### src/hw/rtl/sps_pkg.sv
// Shared types and constants for the static priority scheduler.
// No dependencies; imported by sps_job_mem, static_priority_scheduler, the checker and the testbench.
`timescale 1ns / 1ps

package sps_pkg;

    // Time values wrap at this width
    localparam int TIME_W = 21;
    localparam int ARR_W  = 16;
    localparam int SVC_W  = 16;
    localparam int PRIO_W = 8;
    localparam int JOBN_W = 4;

    // Input transaction: one job
    typedef struct packed {
        logic [ARR_W-1:0]  arrival_time;
        logic [SVC_W-1:0]  service_time;
        logic [PRIO_W-1:0] job_priority;
        logic              is_last;
    } job_t;

    // Output transaction: one completed job
    typedef struct packed {
        logic [JOBN_W-1:0] job_number;
        logic [TIME_W-1:0] finish_time;
        logic [TIME_W-1:0] turnaround;
        logic              last_result;
    } result_t;

    // One stored job entry
    typedef struct packed {
        logic [ARR_W-1:0]  arrival;
        logic [SVC_W-1:0]  service;
        logic [PRIO_W-1:0] prio;
    } entry_t;

    typedef enum logic [1:0] {
        S_LOAD,
        S_SCAN,
        S_PICK
    } state_t;

endpackage

### src/hw/rtl/sps_job_mem.sv
// Job store: one write port, one read port with registered read data.
// Depends on sps_pkg for the entry type.
`timescale 1ns / 1ps

module sps_job_mem #(
    parameter int DEPTH = 16,
    parameter int IDX_W = 4
) (
    input  logic                  clk,
    input  logic                  wr_en,
    input  logic [IDX_W-1:0]      wr_addr,
    input  sps_pkg::entry_t       wr_data,
    input  logic                  rd_en,
    input  logic [IDX_W-1:0]      rd_addr,
    output sps_pkg::entry_t       rd_data
);
    import sps_pkg::*;

    entry_t mem [DEPTH];
    entry_t rd_data_reg;

    // Write port
    always_ff @(posedge clk)
    begin
        if (wr_en)
        begin
            mem[wr_addr] <= wr_data;
        end
    end

    // Read port with registered read data
    always_ff @(posedge clk)
    begin
        if (rd_en)
        begin
            rd_data_reg <= mem[rd_addr];
        end
    end

    assign rd_data = rd_data_reg;

endmodule

### src/hw/rtl/static_priority_scheduler.sv
// Non-preemptive static priority scheduler. Jobs load one per cycle into an
// on-chip store; the job marked last (or the MAX_JOBS-th job) starts the run.
// Each selection is a pass over the store through its single read port,
// plus one more pass whenever no job has arrived yet and time jumps to the
// next arrival. A batch gives one result per job in run order, and the
// result side may stall them. Jobs are not accepted while a batch is being
// scheduled.
// Depends on sps_pkg and sps_job_mem.
`timescale 1ns / 1ps

module static_priority_scheduler #(
    parameter int MAX_JOBS = 16
) (
    input  logic              clk,
    input  logic              rst_n,
    input  logic              job_valid,
    output logic              job_stall,
    input  sps_pkg::job_t     job,
    output logic              res_valid,
    input  logic              res_stall,
    output sps_pkg::result_t  res
);
    import sps_pkg::*;

    localparam int IDX_W = (MAX_JOBS > 1) ? $clog2(MAX_JOBS) : 1;
    localparam int CNT_W = $clog2(MAX_JOBS + 1);

    state_t              state_reg, state_next;
    logic [CNT_W-1:0]    loaded_reg, loaded_next;
    logic [CNT_W-1:0]    finished_reg, finished_next;
    logic [TIME_W-1:0]   time_reg, time_next;
    logic [MAX_JOBS-1:0] done_reg, done_next;
    logic [CNT_W-1:0]    scan_idx_reg, scan_idx_next;
    logic                rd_valid_reg, rd_valid_next;
    logic [IDX_W-1:0]    rd_idx_reg, rd_idx_next;
    logic                best_found_reg, best_found_next;
    logic [IDX_W-1:0]    best_idx_reg, best_idx_next;
    logic [PRIO_W-1:0]   best_prio_reg, best_prio_next;
    logic [ARR_W-1:0]    best_arr_reg, best_arr_next;
    logic [SVC_W-1:0]    best_svc_reg, best_svc_next;
    logic [ARR_W-1:0]    min_arr_reg, min_arr_next;
    logic                res_valid_reg, res_valid_next;
    result_t             res_reg, res_next;

    logic                mem_we;
    logic [IDX_W-1:0]    mem_waddr;
    entry_t              mem_wdata;
    logic                mem_re;
    entry_t              mem_rdata;

    logic                issue;
    logic                batch_end;
    logic [TIME_W-1:0]   finish;

    sps_job_mem #(
        .DEPTH (MAX_JOBS),
        .IDX_W (IDX_W)
    ) u_mem (
        .clk     (clk),
        .wr_en   (mem_we),
        .wr_addr (mem_waddr),
        .wr_data (mem_wdata),
        .rd_en   (mem_re),
        .rd_addr (scan_idx_reg[IDX_W-1:0]),
        .rd_data (mem_rdata)
    );

    assign mem_waddr = loaded_reg[IDX_W-1:0];
    assign mem_wdata = '{arrival: job.arrival_time, service: job.service_time,
                         prio: job.job_priority};
    assign issue     = (state_reg == S_SCAN) && (scan_idx_reg < loaded_reg);
    assign mem_re    = issue;
    assign finish    = time_reg + TIME_W'(best_svc_reg);
    assign batch_end = job.is_last || (loaded_reg == CNT_W'(MAX_JOBS - 1));

    assign job_stall = (state_reg != S_LOAD);
    assign res_valid = res_valid_reg;
    assign res       = res_reg;

    // Next state, scan evaluation and result staging
    always_comb
    begin
        state_next      = state_reg;
        loaded_next     = loaded_reg;
        finished_next   = finished_reg;
        time_next       = time_reg;
        done_next       = done_reg;
        scan_idx_next   = scan_idx_reg;
        rd_valid_next   = 1'b0;
        rd_idx_next     = scan_idx_reg[IDX_W-1:0];
        best_found_next = best_found_reg;
        best_idx_next   = best_idx_reg;
        best_prio_next  = best_prio_reg;
        best_arr_next   = best_arr_reg;
        best_svc_next   = best_svc_reg;
        min_arr_next    = min_arr_reg;
        res_next        = res_reg;
        res_valid_next  = res_valid_reg && res_stall;
        mem_we          = 1'b0;

        unique case (state_reg)
            S_LOAD:
            begin
                // Store the job and start the run on the batch's final job
                if (job_valid)
                begin
                    mem_we      = 1'b1;
                    loaded_next = loaded_reg + 1'b1;
                    if (batch_end)
                    begin
                        state_next      = S_SCAN;
                        scan_idx_next   = '0;
                        best_found_next = 1'b0;
                        min_arr_next    = '1;
                    end
                end
            end

            S_SCAN:
            begin
                // Advance the read address over the loaded jobs
                if (issue)
                begin
                    scan_idx_next = scan_idx_reg + 1'b1;
                end
                rd_valid_next = issue;

                // Compare the entry read last cycle against the running best
                if (rd_valid_reg && !done_reg[rd_idx_reg])
                begin
                    if (mem_rdata.arrival < min_arr_reg)
                    begin
                        min_arr_next = mem_rdata.arrival;
                    end
                    if ((TIME_W'(mem_rdata.arrival) <= time_reg) &&
                        (!best_found_reg || (mem_rdata.prio > best_prio_reg)))
                    begin
                        best_found_next = 1'b1;
                        best_idx_next   = rd_idx_reg;
                        best_prio_next  = mem_rdata.prio;
                        best_arr_next   = mem_rdata.arrival;
                        best_svc_next   = mem_rdata.service;
                    end
                end

                if (!issue && !rd_valid_reg)
                begin
                    state_next = S_PICK;
                end
            end

            S_PICK:
            begin
                if (best_found_reg)
                begin
                    // Run the chosen job once the result register is free
                    if (!res_valid_reg || !res_stall)
                    begin
                        res_valid_next          = 1'b1;
                        res_next.job_number     = JOBN_W'(best_idx_reg);
                        res_next.finish_time    = finish;
                        res_next.turnaround     = finish - TIME_W'(best_arr_reg);
                        res_next.last_result    = (finished_reg + 1'b1) == loaded_reg;
                        time_next               = finish;
                        done_next[best_idx_reg] = 1'b1;
                        finished_next           = finished_reg + 1'b1;
                        scan_idx_next           = '0;
                        best_found_next         = 1'b0;
                        min_arr_next            = '1;
                        if ((finished_reg + 1'b1) == loaded_reg)
                        begin
                            // Clear batch state for the next batch
                            state_next    = S_LOAD;
                            loaded_next   = '0;
                            finished_next = '0;
                            time_next     = '0;
                            done_next     = '0;
                        end
                        else
                        begin
                            state_next = S_SCAN;
                        end
                    end
                end
                else
                begin
                    // Nothing ready: jump time to the earliest pending arrival
                    if (TIME_W'(min_arr_reg) > time_reg)
                    begin
                        time_next = TIME_W'(min_arr_reg);
                    end
                    state_next    = S_SCAN;
                    scan_idx_next = '0;
                    min_arr_next  = '1;
                end
            end

            default:
            begin
                state_next = S_LOAD;
            end
        endcase
    end

    // State register
    always_ff @(posedge clk or negedge rst_n)
    begin
        if (!rst_n)
        begin
            state_reg <= S_LOAD;
        end
        else
        begin
            state_reg <= state_next;
        end
    end

    // Control registers
    always_ff @(posedge clk or negedge rst_n)
    begin
        if (!rst_n)
        begin
            loaded_reg     <= '0;
            finished_reg   <= '0;
            time_reg       <= '0;
            done_reg       <= '0;
            scan_idx_reg   <= '0;
            rd_valid_reg   <= 1'b0;
            best_found_reg <= 1'b0;
            res_valid_reg  <= 1'b0;
        end
        else
        begin
            loaded_reg     <= loaded_next;
            finished_reg   <= finished_next;
            time_reg       <= time_next;
            done_reg       <= done_next;
            scan_idx_reg   <= scan_idx_next;
            rd_valid_reg   <= rd_valid_next;
            best_found_reg <= best_found_next;
            res_valid_reg  <= res_valid_next;
        end
    end

    // Payload registers
    always_ff @(posedge clk)
    begin
        rd_idx_reg    <= rd_idx_next;
        best_idx_reg  <= best_idx_next;
        best_prio_reg <= best_prio_next;
        best_arr_reg  <= best_arr_next;
        best_svc_reg  <= best_svc_next;
        min_arr_reg   <= min_arr_next;
        res_reg       <= res_next;
    end

endmodule

### config.mk
export PLATFORM = sky130hd
export DESIGN_NAME = static_priority_scheduler
export DESIGN_NICKNAME = d
export VERILOG_FILES = /design/src/hw/rtl/sps_pkg.sv /design/src/hw/rtl/sps_job_mem.sv /design/src/hw/rtl/static_priority_scheduler.sv
export SDC_FILE = /design/constraint.sdc
export NUM_CORES = 1
export LEC_CHECK = 0
export CAP_MARGIN = 20
export CORE_MARGIN = 1.5
export CORE_UTILIZATION = 29
export DETAILED_ROUTE_END_ITERATION = 6
export DONT_BUFFER_PORTS = 1
export PLACE_DENSITY = 0.52
export SKIP_CTS_REPAIR_TIMING = 1
export SLEW_MARGIN = 20
export SYNTH_ARGS = -nofsm -noshare
export SYNTH_HDL_FRONTEND = slang
export SYNTH_HIERARCHICAL = 1
export SYNTH_SLANG_ARGS = --single-unit
### constraint.sdc
create_clock -name clk -period 13.61 [get_ports clk]
set_clock_uncertainty 0.05 [all_clocks]
set_input_delay 0.6805 -clock clk [delete_from_list [all_inputs] [get_ports clk]]
set_output_delay 0.6805 -clock clk [all_outputs]
set_load 0.05 [all_outputs]
==> flow_summary.rst <==
.. list-table::
   :header-rows: 1

   * - Metric
     - Value
   * - Synthesized netlist net count
     - 2031
   * - Unrepaired setup endpoints after global routing
     - false
   * - Post-synthesis cell count
     - 1885
   * - Overall routed net length
     - 82740 um
   * - Number of buffers inserted by port buffering
     - 0
   * - FFs w/ async S/R, synth
     - 6.722%
   * - Start-to-end type of the worst setup path
     - reg -> reg
   * - Cts bufs inserted
     - 88
   * - Peak Freq
     - 0.2128 GHz
   * - Type of destination of the critical path
     - flip-flop
   * - Full die area
     - 0.1225 mm2
   * - Final-report hold violation count
     - 0
   * - Worst vdd ir
     - 0.00009574 V
   * - Total number of nets in the final design
     - 2082
   * - Max-slew violation count
     - 0
   * - Placed Instances
     - 3456
   * - Clock H-tree levels
     - 3
   * - Vias in the first global route
     - 18047
   * - Number of filler instances in the final layout
     - 11328
   * - Num Clock Sinks
     - 848
   * - Average detailed-routed wire length per instance
     - 22.84 um
   * - Area delta synth->final
     - 13.91%
   * - Number of distinct library cells after synthesis
     - 69
   * - Reg2Reg Launch Point
     - time_reg[0]
   * - Via Count
     - 17536
   * - Vias/cell
     - 4.842
   * - CTS Root Cell
     - clkbuf_16
   * - Skew-Pair Late Insertion Delay
     - 660 ps
   * - DR iter-0 viols
     - 1338
   * - Setup violations, final
     - 0
   * - Overall die width
     - 350.0 um
   * - Period Utilization, post-route
     - 34.53%
   * - Synth Warn #
     - 6
   * - CTS clk-pin slew, worst paths
     - 60 ps
   * - Final total negative setup slack
     - 0 ps
   * - Register area share after synthesis
     - 72.00%
   * - 1st-pass router iterations
     - 5
   * - Min-delay src
     - job[3]
   * - Per-instance average area after synthesis
     - 18.52 um2
   * - DRC violations left
     - 0
   * - Arr. time, crit path
     - 5060 ps
   * - Max FO, Critical Path
     - 4
   * - Flip-flop count of the largest register, all copies and words added
     - 640
   * - Count of nets left with antenna violations after detail routing
     - 0
   * - Number of antenna violations at the first check in global routing
     - 1
   * - TritonCTS clock tree
     - done
   * - Actual transition at the worst max-transition pin
     - 1041 ps
   * - Area taken by flip-flops and latches
     - 0.02515 mm2
   * - Buffers from clock root to sink, at most
     - 3
   * - Effective utilization at floorplan
     - 29.18%
   * - Power per Cell Area
     - 131.5 mW/mm2
   * - Required time of the critical path
     - 13970 ps
   * - Detailed-placement wirelength estimate
     - 44810 um
   * - Final critical-path required period
     - 4700 ps
   * - Post-synth top flop
     - edfxtp_1
   * - Overall overflow remaining after global route
     - 0
   * - Number of enable flip-flop cells after synthesis
     - 787
   * - Global-route wire length before repair
     - 120800 um
   * - Height of the die
     - 350.0 um
   * - Standard-cell row count
     - 127
   * - Number of maximum-capacitance constraint violations
     - 0
   * - Total of flip-flops plus latches after synthesis
     - 848
   * - Cell leakage power
     - 13.14 nW
   * - Min-delay worst type
     - in -> reg
   * - Outcome
     - finished clean
   * - Most common cell after layout, fill and taps aside
     - edfxtp_1
   * - Gpl congestion
     - 0.8062
   * - Num ports
     - 94
   * - Share of layout cells above drive strength 1
     - 14.39%
   * - Slew margin rel.
     - 30.61%
   * - Pin count of the biggest net entering global routing
     - 96
   * - Area of the multi-input gates
     - 0.009151 mm2
   * - Number of non-filler instances in the completed layout
     - 3622
   * - Overall global routing resource usage
     - 13.48%
   * - Core Box Area
     - 0.1197 mm2
   * - Area of the mapped netlist
     - 0.03491 mm2
   * - Category of the worst setup path launch point
     - flip-flop
   * - Commonest non-fill, non-tap cells in the layout
     - edfxtp_1 (787), mux4_2 (101), ha_1 (99), clkbuf_16 (89), a22oi_1 (82)
   * - Critical Path Start
     - time_reg[0]
## Yosys cell counts, types with 4 or more instances
library cell,instances,share of area (%)
mux4_2,101,6.5
ha_1,99,3.5
mux4_1,64,4.8
a31oi_1,8,0.14
a21oi_1,69,0.99
nand3_1,18,0.26
xor2_1,16,0.40
o22ai_1,10,0.18
nor3_1,22,0.32
nand4_1,11,0.20
nor2b_1,13,0.23
edfxtp_1,787,68
o21ai_0,49,0.70
nand2_1,77,0.83
nor2_1,71,0.76
buf_2,13,0.19
a21o_1,36,0.77
dfrtp_1,57,4.1
nand3b_1,6,0.13
nand2b_1,28,0.50
and3_1,6,0.11
dfxtp_1,4,0.23
a22oi_1,82,1.8
xnor2_1,27,0.68
inv_1,80,0.86
buf_12,11,0.63
o21a_1,7,0.15
a221oi_1,7,0.18
clkbuf_1,43,0.46
## area by class of cell
class | count | share of cell area [%]
antenna | 1 | 0.006292
clock buffer | 106 | 5.836
clock inverter | 57 | 1.394
inverter | 81 | 0.7645
multi-input combinational | 885 | 23.01
sequential | 848 | 63.23
tap | 1612 | 5.071
timing repair buffer | 32 | 0.6921
## cell families (layout without fill, tap and decap cells)
kind of cell / count (synthesis) / after routing / share of synthesized area (%)
compound gates: 298 / 298 / 5.691
xor+xnor: 44 / 44 / 1.125
fa+ha+maj: 101 / 101 / 3.662
buf+inv: 152 / 276 / 2.233
flops: 848 / 848 / 72.00
mux: 169 / 169 / 11.45
other cells: 0 / 1 / 0
simple gates: 273 / 273 / 3.838
## stage by stage
stage / util, % / worst slack [ps] / hold slack [ps] / instance area, um2 / total power [mW]
2_1_floorplan: - / 7171 / 334.9 / 34910 / 2.895
3_3_place_gp: 30.80 / 8878 / 338.5 / 36860 / 2.895
3_5_place_dp: 30.80 / 8907 / 338.5 / 36860 / 2.895
4_1_cts: 33.21 / 8895 / -378.0 / 39730 / 5.291
5_1_grt: 33.24 / 8556 / 5.002 / 39770 / 5.393
6_report: 33.24 / 8910 / 61.32 / 39770 / 5.231
## critical path, cell delays in order (launching register included)
cell and delay, ps:
dfrtp_1 420, ha_1 270, fa_1 450, a211oi_1 310
o21ai_0 170, a21oi_1 260, nor2b_1 240, xnor2_1 220
ha_1 340, a21o_1 190, a21oi_1 240, o21ai_0 130
a41o_1 240, o41ai_1 380, nor3b_2 290, nand3_1 120
xnor2_1 160
## power by group
group	internal, mW	leakage, nW	switching [mW]
Clock	1.37	1.38	1.01
Sequential	2.84	7.89	0.0000000000000000618
Combinational	0.00106	3.87	0.00375
Total	4.22	13.1	1.02
## routing by layer
| layer | track usage, % | share of wire, % | vias to the layer above |
|---|---|---|---|
| met5 | 0 | 0 | - |
| li1 | - | - | 7736 |
| met4 | 3.469 | 2.2 | 0 |
| met1 | 17.80 | 44 | 9229 |
| met3 | 3.173 | 5.9 | 115 |
| met2 | 22.24 | 48 | 456 |
## final timing paths
kind,to,slack (ps),cells after the start
max,res[21],8910,16
min,u_mem/mem[9][2],60,0
max reg2reg,res[21],8910,16
min reg2reg,best_svc_reg[15],380,0
max in group asynchronous,scan_idx_reg[1],12710,2
min in group asynchronous,done_reg[3],510,2
No activity file was read; power rests on OpenSTA's default activity.
